`config.mk`:
```
export PLATFORM = sky130hd
export DESIGN_NAME = sha256_stream_hasher_core
export DESIGN_NICKNAME = d
export VERILOG_FILES = /design/src/rtl/shs_pkg.sv /design/src/rtl/sha256_stream_hasher_core.sv /design/src/rtl/shs_ram.sv
export SDC_FILE = /design/constraint.sdc
export NUM_CORES = 2
export LEC_CHECK = 0
export BUFFER_PORTS_ARGS = -buffer_cell sky130_fd_sc_hd__buf_2
export CAP_MARGIN = 0
export CORE_UTILIZATION = 45
export CTS_CLUSTER_DIAMETER = 60
export DETAILED_ROUTE_END_ITERATION = 8
export PLACE_DENSITY = 0.63
export SYNTH_ARGS = -nofsm -noshare
export SYNTH_HDL_FRONTEND = slang
export SYNTH_SLANG_ARGS = --single-unit
```
`constraint.sdc`:
```
create_clock -name clk -period 21.9 [get_ports clk]
set_input_delay 2.19 -clock clk [delete_from_list [all_inputs] [get_ports clk]]
set_output_delay 2.19 -clock clk [all_outputs]
set_load 0.03 [all_outputs]
```
`src/rtl/shs_pkg.sv`:
```
// Constants and round functions for the SHA-256 stream hasher.
package shs_pkg;

    localparam int BUF_WORDS = 16;
    localparam int BUF_AW    = 4;
    localparam int ROUNDS    = 64;

    localparam logic [7:0] PAD_MARK_BYTE = 8'h80;
    localparam logic [5:0] LEN_OFFSET    = 6'd56;

    localparam logic [31:0] ROUND_K [ROUNDS] = '{
        32'h428a2f98, 32'h71374491, 32'hb5c0fbcf, 32'he9b5dba5,
        32'h3956c25b, 32'h59f111f1, 32'h923f82a4, 32'hab1c5ed5,
        32'hd807aa98, 32'h12835b01, 32'h243185be, 32'h550c7dc3,
        32'h72be5d74, 32'h80deb1fe, 32'h9bdc06a7, 32'hc19bf174,
        32'he49b69c1, 32'hefbe4786, 32'h0fc19dc6, 32'h240ca1cc,
        32'h2de92c6f, 32'h4a7484aa, 32'h5cb0a9dc, 32'h76f988da,
        32'h983e5152, 32'ha831c66d, 32'hb00327c8, 32'hbf597fc7,
        32'hc6e00bf3, 32'hd5a79147, 32'h06ca6351, 32'h14292967,
        32'h27b70a85, 32'h2e1b2138, 32'h4d2c6dfc, 32'h53380d13,
        32'h650a7354, 32'h766a0abb, 32'h81c2c92e, 32'h92722c85,
        32'ha2bfe8a1, 32'ha81a664b, 32'hc24b8b70, 32'hc76c51a3,
        32'hd192e819, 32'hd6990624, 32'hf40e3585, 32'h106aa070,
        32'h19a4c116, 32'h1e376c08, 32'h2748774c, 32'h34b0bcb5,
        32'h391c0cb3, 32'h4ed8aa4a, 32'h5b9cca4f, 32'h682e6ff3,
        32'h748f82ee, 32'h78a5636f, 32'h84c87814, 32'h8cc70208,
        32'h90befffa, 32'ha4506ceb, 32'hbef9a3f7, 32'hc67178f2
    };

    localparam logic [31:0] HASH_IV [8] = '{
        32'h6a09e667, 32'hbb67ae85, 32'h3c6ef372, 32'ha54ff53a,
        32'h510e527f, 32'h9b05688c, 32'h1f83d9ab, 32'h5be0cd19
    };

    function automatic logic [31:0] big_sig0(input logic [31:0] x);
        big_sig0 = {x[1:0], x[31:2]} ^ {x[12:0], x[31:13]} ^ {x[21:0], x[31:22]};
    endfunction

    function automatic logic [31:0] big_sig1(input logic [31:0] x);
        big_sig1 = {x[5:0], x[31:6]} ^ {x[10:0], x[31:11]} ^ {x[24:0], x[31:25]};
    endfunction

    function automatic logic [31:0] small_sig0(input logic [31:0] x);
        small_sig0 = {x[6:0], x[31:7]} ^ {x[17:0], x[31:18]} ^ {3'b000, x[31:3]};
    endfunction

    function automatic logic [31:0] small_sig1(input logic [31:0] x);
        small_sig1 = {x[16:0], x[31:17]} ^ {x[18:0], x[31:19]} ^ {10'd0, x[31:10]};
    endfunction

    function automatic logic [31:0] choose(input logic [31:0] e, input logic [31:0] f,
                                           input logic [31:0] g);
        choose = (e & f) ^ (~e & g);
    endfunction

    function automatic logic [31:0] majority(input logic [31:0] a, input logic [31:0] b,
                                             input logic [31:0] c);
        majority = (a & b) ^ (a & c) ^ (b & c);
    endfunction

endpackage

```
`src/rtl/sha256_stream_hasher_core.sv`:
```
// SHA-256 stream hasher top level: byte intake, padding, compression and digest output.
// A data byte is taken only while idle; bytes are packed into 32-bit words in a 16-word
// block RAM. The byte that completes a 64-byte block starts a compression
// (one round per cycle through a single round datapath, then an add into the
// hash), during which no request is taken. A finish request pushes padding bytes
// until the block boundary (64 - fill bytes, or 128 - fill when the length does not
// fit), compresses each padded block, then presents the eight digest words, one per
// cycle while the sink is ready.
module sha256_stream_hasher_core (
    input  logic        clk,
    input  logic        rst_n,
    input  logic        s_tvalid,
    output logic        s_tready,
    input  logic [7:0]  s_tdata,    // [7:0] data_byte
    input  logic        s_tuser,    // [0] kind: 0 data byte, 1 finish
    output logic        m_tvalid,
    input  logic        m_tready,
    output logic [39:0] m_tdata,    // [31:0] digest_word, [34:32] word_index, zero fill
    output logic        m_tlast     // last_word
);
    import shs_pkg::*;

    typedef enum logic [1:0] {
        ST_IDLE,
        ST_PAD,
        ST_COMP,
        ST_OUT
    } state_t;

    typedef enum logic [1:0] {
        PAD_MARK,
        PAD_ZERO,
        PAD_LEN
    } pad_t;

    state_t      state_reg, state_next;
    pad_t        pad_reg, pad_next;
    logic        pad_act_reg, pad_act_next;
    logic [2:0]  len_cnt_reg, len_cnt_next;
    logic [5:0]  fill_reg, fill_next;
    logic [63:0] bits_reg, bits_next;
    logic [6:0]  rnd_reg, rnd_next;
    logic [2:0]  out_idx_reg, out_idx_next;
    logic [31:0] hash_reg [8];
    logic [31:0] hash_next [8];

    logic [63:0] total_reg, total_next;
    logic [23:0] part_reg, part_next;
    logic [31:0] wv_reg [8];
    logic [31:0] wv_next [8];
    logic [31:0] sched_reg [BUF_WORDS];
    logic [31:0] sched_next [BUF_WORDS];

    logic              push_en;
    logic [7:0]        push_byte;
    logic [31:0]       word_new;
    logic              ram_we;
    logic [BUF_AW-1:0] ram_raddr;
    logic [31:0]       ram_rdata;
    logic [31:0]       w_cur;
    logic [31:0]       w_calc;
    logic [31:0]       tmp1;
    logic [31:0]       tmp2;
    logic              in_acc;

    assign in_acc   = s_tvalid && s_tready;
    assign s_tready = (state_reg == ST_IDLE);
    assign m_tvalid = (state_reg == ST_OUT);
    assign m_tdata  = {5'd0, out_idx_reg, hash_reg[out_idx_reg]};
    assign m_tlast  = (out_idx_reg == 3'd7);

    assign word_new  = {part_reg, push_byte};
    assign ram_we    = push_en && (fill_reg[1:0] == 2'b11);
    assign ram_raddr = (state_reg == ST_COMP) ? (rnd_reg[BUF_AW-1:0] + 1'b1) : '0;

    shs_ram #(
        .WIDTH(32),
        .DEPTH(BUF_WORDS)
    ) u_buf (
        .clk   (clk),
        .we    (ram_we),
        .waddr (fill_reg[5:2]),
        .wdata (word_new),
        .raddr (ram_raddr),
        .rdata (ram_rdata)
    );

    assign w_calc = sched_reg[0] + small_sig0(sched_reg[1]) + sched_reg[9]
                  + small_sig1(sched_reg[14]);
    assign w_cur  = (rnd_reg < 7'd16) ? ram_rdata : w_calc;
    assign tmp1   = wv_reg[7] + big_sig1(wv_reg[4]) + choose(wv_reg[4], wv_reg[5], wv_reg[6])
                  + ROUND_K[rnd_reg[5:0]] + w_cur;
    assign tmp2   = big_sig0(wv_reg[0]) + majority(wv_reg[0], wv_reg[1], wv_reg[2]);

    always_comb
    begin
        state_next   = state_reg;
        pad_next     = pad_reg;
        pad_act_next = pad_act_reg;
        len_cnt_next = len_cnt_reg;
        fill_next    = fill_reg;
        bits_next    = bits_reg;
        rnd_next     = rnd_reg;
        out_idx_next = out_idx_reg;
        total_next   = total_reg;
        part_next    = part_reg;
        hash_next    = hash_reg;
        wv_next      = wv_reg;
        sched_next   = sched_reg;
        push_en      = 1'b0;
        push_byte    = s_tdata;

        case (state_reg)
            ST_IDLE:
            begin
                if (in_acc && !s_tuser)
                begin
                    push_en   = 1'b1;
                    bits_next = bits_reg + 64'd8;
                end
                else if (in_acc)
                begin
                    total_next   = bits_reg;
                    pad_act_next = 1'b1;
                    pad_next     = PAD_MARK;
                    len_cnt_next = 3'd0;
                    state_next   = ST_PAD;
                end
            end
            ST_PAD:
            begin
                push_en = 1'b1;
                case (pad_reg)
                    PAD_MARK: push_byte = PAD_MARK_BYTE;
                    PAD_ZERO: push_byte = 8'h00;
                    PAD_LEN:  push_byte = total_reg[{~len_cnt_reg, 3'b111} -: 8];
                    default:  push_byte = 8'h00;
                endcase
                if (pad_reg == PAD_LEN)
                begin
                    len_cnt_next = len_cnt_reg + 3'd1;
                end
                else
                begin
                    pad_next = (fill_reg == LEN_OFFSET - 6'd1) ? PAD_LEN : PAD_ZERO;
                end
            end
            ST_COMP:
            begin
                if (rnd_reg == 7'(ROUNDS))
                begin
                    for (int i = 0; i < 8; i++)
                    begin
                        hash_next[i] = hash_reg[i] + wv_reg[i];
                    end
                    if (pad_act_reg && pad_reg == PAD_LEN)
                    begin
                        out_idx_next = 3'd0;
                        state_next   = ST_OUT;
                    end
                    else if (pad_act_reg)
                    begin
                        state_next = ST_PAD;
                    end
                    else
                    begin
                        state_next = ST_IDLE;
                    end
                end
                else
                begin
                    for (int i = 0; i < BUF_WORDS - 1; i++)
                    begin
                        sched_next[i] = sched_reg[i+1];
                    end
                    sched_next[BUF_WORDS-1] = w_cur;
                    wv_next[7] = wv_reg[6];
                    wv_next[6] = wv_reg[5];
                    wv_next[5] = wv_reg[4];
                    wv_next[4] = wv_reg[3] + tmp1;
                    wv_next[3] = wv_reg[2];
                    wv_next[2] = wv_reg[1];
                    wv_next[1] = wv_reg[0];
                    wv_next[0] = tmp1 + tmp2;
                end
                rnd_next = rnd_reg + 7'd1;
            end
            ST_OUT:
            begin
                if (m_tready)
                begin
                    out_idx_next = out_idx_reg + 3'd1;
                    if (out_idx_reg == 3'd7)
                    begin
                        hash_next    = HASH_IV;
                        fill_next    = 6'd0;
                        bits_next    = 64'd0;
                        pad_act_next = 1'b0;
                        state_next   = ST_IDLE;
                    end
                end
            end
            default:
            begin
                state_next = ST_IDLE;
            end
        endcase

        if (push_en)
        begin
            part_next = word_new[23:0];
            fill_next = fill_reg + 6'd1;
            if (fill_reg == 6'd63)
            begin
                rnd_next   = 7'd0;
                wv_next    = hash_reg;
                state_next = ST_COMP;
            end
        end
    end

    always_ff @(posedge clk or negedge rst_n)
    begin
        if (!rst_n)
        begin
            state_reg   <= ST_IDLE;
            pad_reg     <= PAD_MARK;
            pad_act_reg <= 1'b0;
            len_cnt_reg <= 3'd0;
            fill_reg    <= 6'd0;
            bits_reg    <= 64'd0;
            rnd_reg     <= 7'd0;
            out_idx_reg <= 3'd0;
            hash_reg    <= HASH_IV;
        end
        else
        begin
            state_reg   <= state_next;
            pad_reg     <= pad_next;
            pad_act_reg <= pad_act_next;
            len_cnt_reg <= len_cnt_next;
            fill_reg    <= fill_next;
            bits_reg    <= bits_next;
            rnd_reg     <= rnd_next;
            out_idx_reg <= out_idx_next;
            hash_reg    <= hash_next;
        end
    end

    always_ff @(posedge clk)
    begin
        total_reg <= total_next;
        part_reg  <= part_next;
        wv_reg    <= wv_next;
        sched_reg <= sched_next;
    end

`ifndef SYNTH
    a_no_overlap: assert property (@(posedge clk) disable iff (!rst_n)
        !(s_tready && m_tvalid))
        else $error("input taken while digest pending");

    a_idle_after_last: assert property (@(posedge clk) disable iff (!rst_n)
        (m_tvalid && m_tready && m_tlast) |=> (s_tready && fill_reg == 6'd0))
        else $error("not idle after final digest word");

    a_index_steps: assert property (@(posedge clk) disable iff (!rst_n)
        (m_tvalid && m_tready && !m_tlast) |=>
        (m_tvalid && m_tdata[34:32] == $past(m_tdata[34:32]) + 3'd1))
        else $error("digest word index skipped");

    a_comp_bounded: assert property (@(posedge clk) disable iff (!rst_n)
        (state_reg == ST_COMP) |-> (rnd_reg <= 7'(ROUNDS)))
        else $error("round counter overran");
`endif

endmodule

```
`src/rtl/shs_ram.sv`:
```
// Generic single-port-write, single-port-read RAM with registered read data.
module shs_ram #(
    parameter int WIDTH = 32,
    parameter int DEPTH = 16
) (
    input  logic                     clk,
    input  logic                     we,
    input  logic [$clog2(DEPTH)-1:0] waddr,
    input  logic [WIDTH-1:0]         wdata,
    input  logic [$clog2(DEPTH)-1:0] raddr,
    output logic [WIDTH-1:0]         rdata
);

    logic [WIDTH-1:0] mem [DEPTH];

    always_ff @(posedge clk)
    begin
        if (we)
        begin
            mem[waddr] <= wdata;
        end
        rdata <= mem[raddr];
    end

endmodule

```
==> reports/metrics.yaml <==
logic_synthesis:
  syn_area_per_cell_um2: 11.3
  yosys.area_share.simple_pct: 9.85
  synthFlopType: "edfxtp_1"
  synth-seq-cells: 1738
  synth_compound_area_share_pct: 12.7
  synth_cell_types: 92
  yosysMostFrequentCell: "edfxtp_1"
  async_reset_ff_share_pct: 19.6
  synth_mux_area_share_pct: 6.15
  yosysSeqAreaShare_pct: 51.9
  synth_fa_ha_area_share_pct: 9.73
  yosys.area.top_type: "edfxtp_1"
  synth_edf_count: 1109
  syn_area_um2: 92100
  synthTopCellsByArea: "edfxtp_1, dfxtp_1, dfrtp_1"
  synth_commonest_cells: "edfxtp_1, nand2_1, nor2_1, inv_1, a21oi_1"
  synth_top_area_share_pct: 36.1
  yosys.area_share.xor_xnor_pct: 5.98
  yosys_warnings: 0
  synth_cells: 8127
  synth_top_family_by_area: "compound AO/OA/AOI/OAI gates"
sta:
  slew_headroom_pct: 7.77
  max_slew.worst_pin.slew_ps: 1370
  period_minus_slack_ps: 11340
  setup_tns_ps: 0
  finalHoldViolCount: 0
  max_freq_mhz: 88.2
  fin_worst_skew_ps: 38.8
  worst_slack_ps: 10560
  setup_viol: 0
  hold_ws_ps: 399
  slew_violations: 0
  rsz0062_at_grt: "no"
  post-route-period-util_pct: 51.8
clock_tree:
  clkSinkCount: 1738
  post_cts_resize_count: 0
  root_buffer: "clkbuf_16"
  clockBufferDepth: 3
  h-tree-depth: 4
  tritoncts: "yes"
  clkTransAtPathRegs_ps: 60
  cts_buffers: 196
  post_cts_buffers: 0
  ctsHoldBuffers: 0
  clock_latency_ps: 860
drt:
  detail-route-antenna-nets: 0
  vias_per_cell: 5.83
  via_count: 63800
  dr.pass1.iters: 6
  wirelength_um: 272000
  avgRoutedWirePerCell_um: 24.8
  route.detailed.drc: 0
  first_iter_violations: 6108
critical_path:
  path_buf_inv: 7
  cp_max_fo: 6
  required_ps: 22610
  crit_slowest_cell: "a211oi_1"
  crit_family: "compound AO/OA/AOI/OAI gates"
  worstSetupPathType: "reg2reg"
  critPathArrivalTime_ps: 12050
  worstSetupEndpointType: "flip-flop"
  cp_common_cell: "inv_1"
  cp_slowest_stage_delay_ps: 640
  worst_setup_path_start_kind: "flip-flop"
final_layout:
  drive_gt1_share_pct: 11.5
  nets: 8703
  area_growth_pct: 10.5
  n_fill_cell: 17900
global_routing:
  grt_pass1_vias: 61800
  grt_pass1_wl_um: 406000
  gr-total-overflow: 0
  track_usage_pct: 26.2
  antenna_found_initial: 6
  grt_start_max_net_pins: 113
placement:
  gp_congestion: 0.956
  dp_slack_ps: 10720
  hpwlAfterDp_um: 190000
  portBuffers: 50
floorplanning:
  start_util_pct: 45.4
  die_w_um: 454
  num_rows: 165
  die-area_um2: 207000
  fp.dieH_um: 454
  core_um2: 203000
  io_pins: 56
outcome:
  outcome: "finished, final reports clean"
job:
  drv_cap: 0
worst_hold_path:
  hold_path.class: "reg2reg"
## final timing paths
kind / startpoint / to / slack [ps] / cells after the start
worst max-delay path: sched_reg[453] / wv_reg[255] / 10560 / 46
worst min-delay path: sched_reg[148] / sched_reg[180] / 400 / 0
worst max register to register: sched_reg[453] / wv_reg[255] / 10560 / 46
worst min register to register: sched_reg[148] / sched_reg[180] / 400 / 0
max in group asynchronous: rst_n / out_idx_reg[0] / 18160 / 4
min in group asynchronous: rst_n / hash_reg[185] / 1390 / 1
## metal layers
layer	vias up	GRT usage (%)	share of wire, %
met2	2267	40.4	45
li1	29100	-	-
met5	-	0	0.0048
met3	435	4.26	7.0
met4	2	7.85	3.0
met1	32000	38.1	45
## cells in the final DEF, fill, tap and decap left out, drive strengths merged, types with 75 or more instances in the layout
cell	synthesis	final
a21o	195	195
a21oi	509	509
a31oi	275	275
buf	57	156
clkbuf	334	261
dfrtp	205	205
dfstp	136	136
dfxtp	288	288
edfxtp	1109	1109
fa	196	196
ha	400	400
inv	510	525
mux4	208	208
nand2	876	876
nand2b	75	75
nand3	95	95
nor2	683	683
o21ai	410	410
xnor2	363	363
xor2	266	266
## cell type report
type / instances / area [um2] / share of cell area, %
tap: 2672 / 3340 / 3.28
clock inverter: 109 / 1180 / 1.16
inverter: 514 / 1940 / 1.90
antenna: 2 / 5.00 / 0.00491
timing repair buffer: 156 / 1070 / 1.05
clock buffer: 261 / 5400 / 5.31
sequential: 1738 / 47800 / 46.9
multi-input combinational: 5488 / 41100 / 40.4
## worst register-to-register path: cells and delay by family, from the launching register on
| kind | cells | cell delay, ps |
|---|---|---|
| compound gates | 20 | 4600 |
| simple gates | 6 | 950 |
| xor+xnor | 4 | 830 |
| fa+ha+maj | 9 | 3900 |
| flops | 1 | 500 |
| buf+inv | 7 | 440 |
## per-stage QoR
| step | utilization [%] | std cells | cell area [um2] |
|---|---|---|---|
| after floorplan | - | 8131 | 92100 |
| after global placement | 47.0 | 10600 | 95200 |
| after detailed placement | 47.0 | 10600 | 95200 |
| after CTS | 50.2 | 10900 | 102000 |
| after global routing | 50.2 | 10900 | 102000 |
| final | 50.2 | 10900 | 102000 |
## cell families after synthesis
kind of cell,after synthesis
AND/OR/NAND/NOR,2086
AO/OA/AOI/OAI,1870
flip-flops,1738
buffers and inverters,905
XOR/XNOR,629
adder cells (fa/ha/maj),600
multiplexers,298
other,1
Power is not shown: default switching activity piles up to over one toggle a cycle in this logic, so the estimate is an artifact.
